File: src/rtl/ramm_pkg.sv
// Shared constants and types for the running average motion mask block.
// No dependencies; imported by rtl/ramm_luma.sv and the top level.
package ramm_pkg;

    localparam int PIX_W = 8;
    localparam int IDX_W = 19;
    localparam int BLEND_W = 7;
    localparam int CFG_DATA_W = 8;

    localparam int FRAME_PIXELS_DEFAULT = 307200;

    // BT.601-style luma weights, Q14
    localparam int LUMA_W = 22;
    localparam int LUMA_SHIFT = 14;
    localparam logic [LUMA_W-1:0] COEF_B = LUMA_W'(1868);
    localparam logic [LUMA_W-1:0] COEF_G = LUMA_W'(9617);
    localparam logic [LUMA_W-1:0] COEF_R = LUMA_W'(4899);
    localparam logic [LUMA_W-1:0] LUMA_ROUND = LUMA_W'(8192);

    // blend numerator (100-a)*bg + a*m fits in 15 bits (max 25500)
    localparam int NUM_W = 15;
    localparam logic [BLEND_W-1:0] PERCENT_FULL = BLEND_W'(100);
    localparam logic [PIX_W-1:0] MASK_ON = PIX_W'(255);
    localparam logic [PIX_W-1:0] HALF_PERCENT = PIX_W'(50);

    // floor(n/100) = (n * 5243) >> 19, exact for n < 2^15
    localparam int RECIP_W = 13;
    localparam int RECIP_SHIFT = 19;
    localparam int QUOT_W = 9;
    localparam logic [RECIP_W-1:0] DIV100_RECIP = RECIP_W'(5243);

    typedef enum logic [0:0] {
        REG_BLEND_PERCENT  = 1'b0,
        REG_DIFF_THRESHOLD = 1'b1
    } cfg_reg_t;

    localparam logic [BLEND_W-1:0] BLEND_RESET = BLEND_W'(0);
    localparam logic [PIX_W-1:0] THRESH_RESET = PIX_W'(100);

endpackage

File: src/rtl/ramm_luma.sv
// Two-stage BGR to gray converter: products, then rounded Q14 sum.
// Depends on ramm_pkg.
module ramm_luma
    import ramm_pkg::*;
(
    input  logic             clk,
    input  logic             en,
    input  logic [PIX_W-1:0] blue,
    input  logic [PIX_W-1:0] green,
    input  logic [PIX_W-1:0] red,
    output logic [PIX_W-1:0] gray
);

    logic [LUMA_W-1:0] prod_b_reg;
    logic [LUMA_W-1:0] prod_g_reg;
    logic [LUMA_W-1:0] prod_r_reg;
    logic [LUMA_W-1:0] sum_next;
    logic [PIX_W-1:0]  gray_reg;

    always_ff @(posedge clk)
    begin
        if (en)
        begin
            prod_b_reg <= LUMA_W'(blue) * COEF_B;
            prod_g_reg <= LUMA_W'(green) * COEF_G;
            prod_r_reg <= LUMA_W'(red) * COEF_R;
        end
    end

    // weights sum to 2^14, so the total never overflows 22 bits
    assign sum_next = prod_b_reg + prod_g_reg + prod_r_reg + LUMA_ROUND;

    always_ff @(posedge clk)
    begin
        if (en)
        begin
            gray_reg <= sum_next[LUMA_SHIFT+PIX_W-1:LUMA_SHIFT];
        end
    end

    assign gray = gray_reg;

endmodule

File: config.mk
export PLATFORM = sky130hd
export DESIGN_NAME = ramm_luma
export DESIGN_NICKNAME = d
export VERILOG_FILES = /design/src/rtl/ramm_pkg.sv /design/src/rtl/ramm_luma.sv
export SDC_FILE = /design/constraint.sdc
export NUM_CORES = 1
export LEC_CHECK = 0
export BUFFER_PORTS_ARGS = -buffer_cell sky130_fd_sc_hd__buf_2
export CAP_MARGIN = 20
export CORE_MARGIN = 2
export CORE_UTILIZATION = 36
export CTS_CLUSTER_SIZE = 10
export DETAILED_ROUTE_END_ITERATION = 8
export SLEW_MARGIN = 10
export SYNTH_ARGS = -nofsm -noshare
export SYNTH_HDL_FRONTEND = slang
export SYNTH_SLANG_ARGS = --single-unit
File: constraint.sdc
create_clock -name clk -period 4 [get_ports clk]
set_input_delay 0.8 -clock clk [delete_from_list [all_inputs] [get_ports clk]]
set_output_delay 0.8 -clock clk [all_outputs]
set_load 0.01 [all_outputs]
After elaboration in Yosys (flattened, before gate mapping):

Index checks and enable logic that the tools add are counted.

* logic and storage cells: 10
* input port bits: 26
* output and inout bits: 8
* bits in registers: 68

* $add $sub $neg: 3
* $mul: 3

Operators by type and width (count)
* $add 19x22->22: 1
* $add 22x14->22 const B: 1
* $add 22x21->22: 1
* $mul 8x14->22 const B: 1
* $mul 8x13->21 const B: 1
* $mul 8x9->17 const B: 1

Longest topological paths before layout:

Gate-level depths: netlist of the first run.

* word-level depth: 3
* gate-level depth with buffers: 16
* gate-level depth less buffers: 16

Least setup slack after synthesis of the first run:

OpenSTA, ideal clock, no wires.

* path type: input-to-reg
* from: in blue[2]
* to: reg prod_b_reg[18], data pin
* setup time: 0.260 ns
* path buffers: 0
* path slack: -0.314 ns
* stages on the path: 15
* arrival: 4.055 ns
* required time: 3.740 ns
* cell sequence: inv_1 fa_1 inv_1 ha_1 fa_1 inv_1 fa_1 inv_1 ha_1 o21a_1 o21a_1 a2111oi_2 o31ai_1 a21oi_1 xnor2_1

* word-level cells in the longest chain between the ends: 1

Ends and longest elaborated chain
* from (decl): line ramm_luma.sv:8 `input logic [PIX_W-1:0] blue,`
* $mul 8x9->17: line ramm_luma.sv:24 `prod_b_reg <= LUMA_W'(blue) * COEF_B;`
* to (signal assigned): line ramm_luma.sv:24
* to (decl): line ramm_luma.sv:14 `logic [LUMA_W-1:0] prod_b_reg;`

No other way between the ends.
A chain may end at the register's enable or synchronous reset.

Worst setup path in the final report of the first run:

* from: in blue[4]
* to: reg prod_b_reg[18], data pin

The elaborated chain is that of the path after synthesis.

==> results.cfg, run 1 <==
[die]
rows = 52
die_width_microns = 148
core-area_sq_mm = 0.0204
fp.dieH_microns = 148
initial_core_util_pct = 36.9
dieArea_sq_mm = 0.0220
ios = 34

[finish]
fin_area_sq_mm = 0.00924
drive_gt1_share_pct = 23.9
areaGrowthSynthToFinish_pct = 23.0
antenna_cells = 0
nets = 1066
largest_reg_flops = 22

[cts]
clk_latency_ns = 0.33
htreeDepth = 3
clock_sinks = 68
root_buffer = clkbuf_16
cts_buffers = 9
cts_tree = built
clockBufferDepth = 2
clkSlewWorstSetupHoldPaths_ns = 0.06

[synthesis]
ys_seq_elements = 68
netlist_instances = 655
syn_avg_cell_area_sq_um = 11.5
synthArstFlopShare_pct = 0
synth_nets = 927
synth.area.top_cells = ha_1, edfxtp_1, fa_1
ys.warnings.count = 0
synth_top_area_cell = ha_1
yosysTopAreaCellShare_pct = 30.8
synth_edf_count = 68
synth_cell_type_count = 48
syn-cell-area_sq_mm = 0.00751
synth_seq_area_share_pct = 27.2
ys.flop_type = edfxtp_1

[sta]
fmax_ghz = 0.252
slew_headroom_pct = 48.8
slew_viol_final = 0
min_period_ns = 3.97
finalCritPeriodShare_pct = 99.4
final-setup-viol-count = 0
tns_ns = 0
rsz0062_at_grt = true
timing.hold.ws_ns = 0.779
fin_worst_skew_ns = 0.00687
tightest_slew_ns = 0.769
hold_viol_final = 0
timing.final.ws_setup_ns = 0.0250

[critical_path]
crit_buf_inv = 3
crit_type = in2reg
worstPathCellList = buf_4 -> ha_1 -> ha_1 -> or2_4 -> fa_1 -> inv_1 -> fa_1 -> inv_2 -> ha_4 -> o21a_1 -> o21a_1 -> a2111oi_4 -> o31ai_2 -> a21oi_2 -> xnor2_1
worstSetupEndpointType = flip-flop
timing.rr.start = prod_b_reg[9]$_DFFE_PP_
rr_worst_depth = 10
arrival_ns = 4.06
r2r-end = gray[7]$_DFFE_PP_
cpLargestDelayFamily = adder cells
critPathLaunchType = primary input
cp_slowest_stage_delay_ns = 0.50
crit_fanout = 4
slowest_stage = fa_1
critPathRequiredTime_ns = 4.08
r2r_setup_slack_ns = 0.80

[power_and_ir_drop]
irDropWorstVdd_uv = 401
power_frac_comb_pct = 65.9
power_switching_mw = 2.48
p_sw_share_pct = 40.1
p_leak_nw = 4.56
seq_power_share_pct = 22.5
power.internal_mw = 3.70
power_mw = 6.19
powerDensity_mw_per_mm2 = 670
power_frac_clock_pct = 11.6

[detailed_routing]
drc = 0
wirelength_microns = 13700
avgRoutedWirePerCell_microns = 12.8
drtIter0Drc = 201
ant_nets = 0
avgViaCountPerCell = 4.66
vias = 4979
dr.pass1.iters = 4

[placement]
place_ws_ns = -0.432
gp_congestion = 0.796
io_buffer_count = 33
dp_hpwl_microns = 12000
dpl_cell_area_sq_mm = 0.00884

[grt]
grt_pass1_vias = 5107
grt_first_pass_wirelength_microns = 23700
antenna_found_initial = 0
grt.total_usage_pct = 13.5
grt_max_degree = 35
grt-ovfl-total = 0

[hold_path]
whs_path_depth = 2
min_from = blue[0]
hold_end = prod_b_reg[2]$_DFFE_PP_
hp-class = in2reg

[job]
cap_viol_max_count = 0

[run_status]
status = finished, final reports clean
[cell families (layout without fill, tap and decap cells)]
group	count (synthesis)	count (layout)	share of synthesized area (%)
flops	68	68	27.2
xor+xnor	45	45	5.25
mux	1	1	0.133
buf+inv	117	261	5.85
simple gates	74	74	4.98
compound gates	104	104	9.50
fa+ha+maj	246	246	47.1
[cells in the mapped netlist, types with 2 or more instances]
cell and instances:
a21o_1 13, nand2b_1 3, nand3_1 6, edfxtp_1 68
ha_1 185, a31o_2 2, xnor2_1 31, a31oi_1 5
nor3_1 10, nor2b_1 5, a211o_1 2, o211ai_1 4
o31ai_1 3, fa_1 61, o21ai_0 12, nand2_1 16
a21oi_1 33, nand4_1 6, o21ai_1 3, inv_1 117
o21bai_1 6, xor2_1 14, o21a_1 6, or2_2 5
nor2_1 16
[layout by cell type (no fill, tap or decap), types with 2 or more instances in the layout]
cell,count
inv_2,6
xor2_1,14
nor2_1,15
edfxtp_1,68
fa_1,58
nand2_1,16
buf_2,29
o21bai_1,6
fa_2,3
o211ai_1,4
ha_1,176
a21oi_1,27
clkinvlp_4,2
inv_6,2
inv_1,110
nand2b_1,3
o21ai_0,10
nor2b_1,4
a31o_2,2
nand4_1,6
a21oi_2,6
o21ai_1,4
a211o_1,2
clkbuf_16,9
xnor2_1,31
o21a_1,6
buf_4,96
o31ai_2,2
nand3_1,6
nor3_1,9
ha_4,9
a21o_1,13
a31oi_1,4
or2_2,4
[power by group through the flow]
stage / clock network, mW / registers, mW / logic [mW]
3_5_place_dp: 0 / 1.41 / 4.03
4_1_cts: 0.743 / 1.40 / 4.08
2_1_floorplan: 0 / 1.39 / 2.94
3_3_place_gp: 0 / 1.41 / 3.97
6_report: 0.720 / 1.39 / 4.07
5_1_grt: 0.774 / 1.43 / 4.70
[final cells by class]
cell class,count,area [sq um]
inverter,117,442
multi-input combinational,470,5240
sequential,68,2040
clock inverter,7,50.0
tap,270,338
fill,1885,11100
clock buffer,9,225
timing repair buffer,128,900
[worst max path at each step]
| stage | startpoint | endpoint | slack [ns] | depth (start not counted) |
|---|---|---|---|---|
| after CTS | blue[2] | prod_b_reg[18]$_DFFE_PP_ | -0.03 | 16 |
| after floorplan | blue[4] | prod_b_reg[18]$_DFFE_PP_ | -0.13 | 15 |
| after global routing | blue[2] | prod_b_reg[18]$_DFFE_PP_ | -0.08 | 17 |
| after global placement | blue[5] | prod_b_reg[17]$_DFFE_PP_ | -0.36 | 14 |
| final | blue[4] | prod_b_reg[18]$_DFFE_PP_ | 0.03 | 15 |
| after detailed placement | blue[6] | prod_b_reg[18]$_DFFE_PP_ | -0.43 | 14 |
[stage by stage]
step,instances,util (%)
finish,1069,45.4
global route,1069,45.4
CTS,1067,45.0
detailed placement,1052,43.4
global placement,1052,43.4
floorplan,655,-
[per-layer routing]
metal  track usage, %  vias to the layer above  part of all wire (%)
met1             18.2                     2361                    49
met2             23.1                       35                    48
met4             2.86                        0                  0.83
li1                 -                     2576                     -
met3             2.09                        7                   1.8
met5                0                        -                     0
[what timing repair did]
item,in CTS,in global routing
setup endpoints to repair,3,10
hold endpoints to repair,0,0
buffers inserted,0,2
gates resized for setup,13,15
pin swaps,8,14
hold buffers,0,0
Power figures use the tool's default switching activity.
==> inputs of run 2 (changes only) <==
Settings changed: PLACE_DENSITY set to 0.62.
==> run 2 against run 1 <==
Net effect: clock power up 5.8%; clock skew grew 0.00057 ns; hold slack got worse by 0.012 ns; critical path depth grew 1; first-iteration DRC count shrank 13%; cell count barely moved; non-clock buffer count up 1; die area stayed put; sequential power about the same; core utilization grew 0.31 points; design area up 0.69%; critical path type unchanged; highest routed layer unchanged.
==> results.cfg, run 2 (synthesis gave the netlist of run 1 again) <==
[power_and_ir_drop]
powerDensity_mw_per_mm2 = 680
p_leak_nw = 4.58
irDropWorstVdd_uv = 410

[die]
core-area_sq_mm = 0.0204
fp.dieH_microns = 148
ios = 34
rows = 52
initial_core_util_pct = 36.9
die_width_microns = 148
dieArea_sq_mm = 0.0220

[finish]
areaGrowthSynthToFinish_pct = 23.9
final_common_cell = ha_1
layout_common_cells = ha_1, inv_1, buf_4
nets = 1067
antenna_cells = 0
largest_reg_flops = 22
drive_gt1_share_pct = 24.1
final_util_pct = 45.7

[detailed_routing]
ant_nets = 0
drtIter0Drc = 174
dr.pass1.iters = 5
drc = 0
avgRoutedWirePerCell_microns = 13.0
avgViaCountPerCell = 4.66
wirelength_microns = 13900
vias = 4990

[cts]
clk_latency_ns = 0.32
clockBufferDepth = 2
cts_tree = built
root_buffer = clkbuf_16
holdBufCountCts = 0
htreeDepth = 3
cts_buffers = 9
clkSlewWorstSetupHoldPaths_ns = 0.05
clock_sinks = 68
postCtsSetupRepairBufs = 0

[grt]
grt-ovfl-total = 0
grt_pass1_vias = 5278
grt_max_degree = 38
grt.total_usage_pct = 13.6
antenna_found_initial = 0
grt_first_pass_wirelength_microns = 24200

[sta]
fmax_ghz = 0.251
rsz0062_at_grt = true
finalCritPeriodShare_pct = 99.6
slew_headroom_pct = 70.1
slew_viol_final = 0
final-setup-viol-count = 0
fin_worst_skew_ns = 0.00744
min_period_ns = 3.99
tightest_slew_ns = 0.445
hold_viol_final = 0
tns_ns = 0

[critical_path]
critPathLaunchType = primary input
timing.rr.start = prod_b_reg[9]$_DFFE_PP_
worstSetupEndpointType = flip-flop
critPathRequiredTime_ns = 4.07
cp-endpoint = prod_b_reg[18]$_DFFE_PP_
r2r_setup_slack_ns = 0.76
rr_worst_depth = 10
crit_type = in2reg
crit_fanout = 4
startpoint = blue[2]
arrival_ns = 4.05
r2r-end = gray[7]$_DFFE_PP_

[hold_path]
hp-class = reg2reg

[placement]
gp_congestion = 0.809
io_buffer_count = 33
dp_hpwl_microns = 12100

[job]
cap_viol_max_count = 0

[run_status]
status = finished, final reports clean
run 2: worst min-delay path by stage:
stage / to / slack (ns) / from / cells past startpoint
floorplan: gray[7]$_DFFE_PP_ / 0.73 / prod_g_reg[21]$_DFFE_PP_ / 3
global placement: gray[7]$_DFFE_PP_ / 0.75 / prod_g_reg[21]$_DFFE_PP_ / 3
detailed placement: gray[7]$_DFFE_PP_ / 0.76 / prod_g_reg[21]$_DFFE_PP_ / 3
CTS: gray[7]$_DFFE_PP_ / 0.78 / prod_g_reg[21]$_DFFE_PP_ / 3
global route: prod_r_reg[0]$_DFFE_PP_ / 0.78 / red[0] / 1
finish: gray[7]$_DFFE_PP_ / 0.77 / prod_g_reg[21]$_DFFE_PP_ / 3
run 2: cell type report:
cell class,count,area [sq um]
clock buffer,9,225
clock inverter,7,67.6
fill,1872,11100
inverter,117,444
multi-input combinational,470,5260
sequential,68,2040
tap,270,338
timing repair buffer,129,923
run 2: routing by layer:
metal / up-vias / share of wire [%] / global-route usage, % / wire length (microns)
li1: 2577 / - / - / -
met3: 11 / 1.4 / 1.56 / 193
met1: 2361 / 48 / 18.3 / 6720
met2: 41 / 49 / 23.9 / 6860
met4: 0 / 0.86 / 2.57 / 119
met5: - / 0 / 0 / 0
run 2: what timing repair did:
| action | in CTS | in global routing |
|---|---|---|
| gates cloned | 0 | 0 |
| pin swaps | 0 | 19 |
| setup endpoints to repair | 3 | 10 |
| gates resized for setup | 3 | 36 |
| hold endpoints to repair | 0 | 0 |
run 2: worst max-delay path, stage by stage:
cell       delay (ns)
buf_8            0.09
inv_4            0.03
fa_1             0.54
inv_2            0.05
ha_4             0.20
fa_1             0.47
inv_1            0.05
fa_1             0.49
inv_2            0.04
ha_4             0.15
nor3_2           0.16
o211ai_1         0.20
a2111oi_4        0.43
o31ai_2          0.11
a21oi_1          0.18
xnor2_1          0.07
run 2: through the flow:
stage | setup slack [ns] | area (sq um) | cells | hold WS [ns] | total power [mW]
after global placement | -0.347 | 8860 | 1055 | 0.753 | 5.41
final | 0.0143 | 9300 | 1070 | 0.767 | 6.33
after floorplan | -0.125 | 7630 | 655 | 0.733 | 4.33
after detailed placement | -0.402 | 8860 | 1055 | 0.760 | 5.50
after global routing | -0.170 | 9300 | 1070 | 0.783 | 7.08
after CTS | -0.0460 | 9170 | 1071 | 0.775 | 6.32
run 2: report_power, final:
part,internal (mW),switching (mW)
sequential,1.27,0.119
clock,0.478,0.283
combinational,2.05,2.13
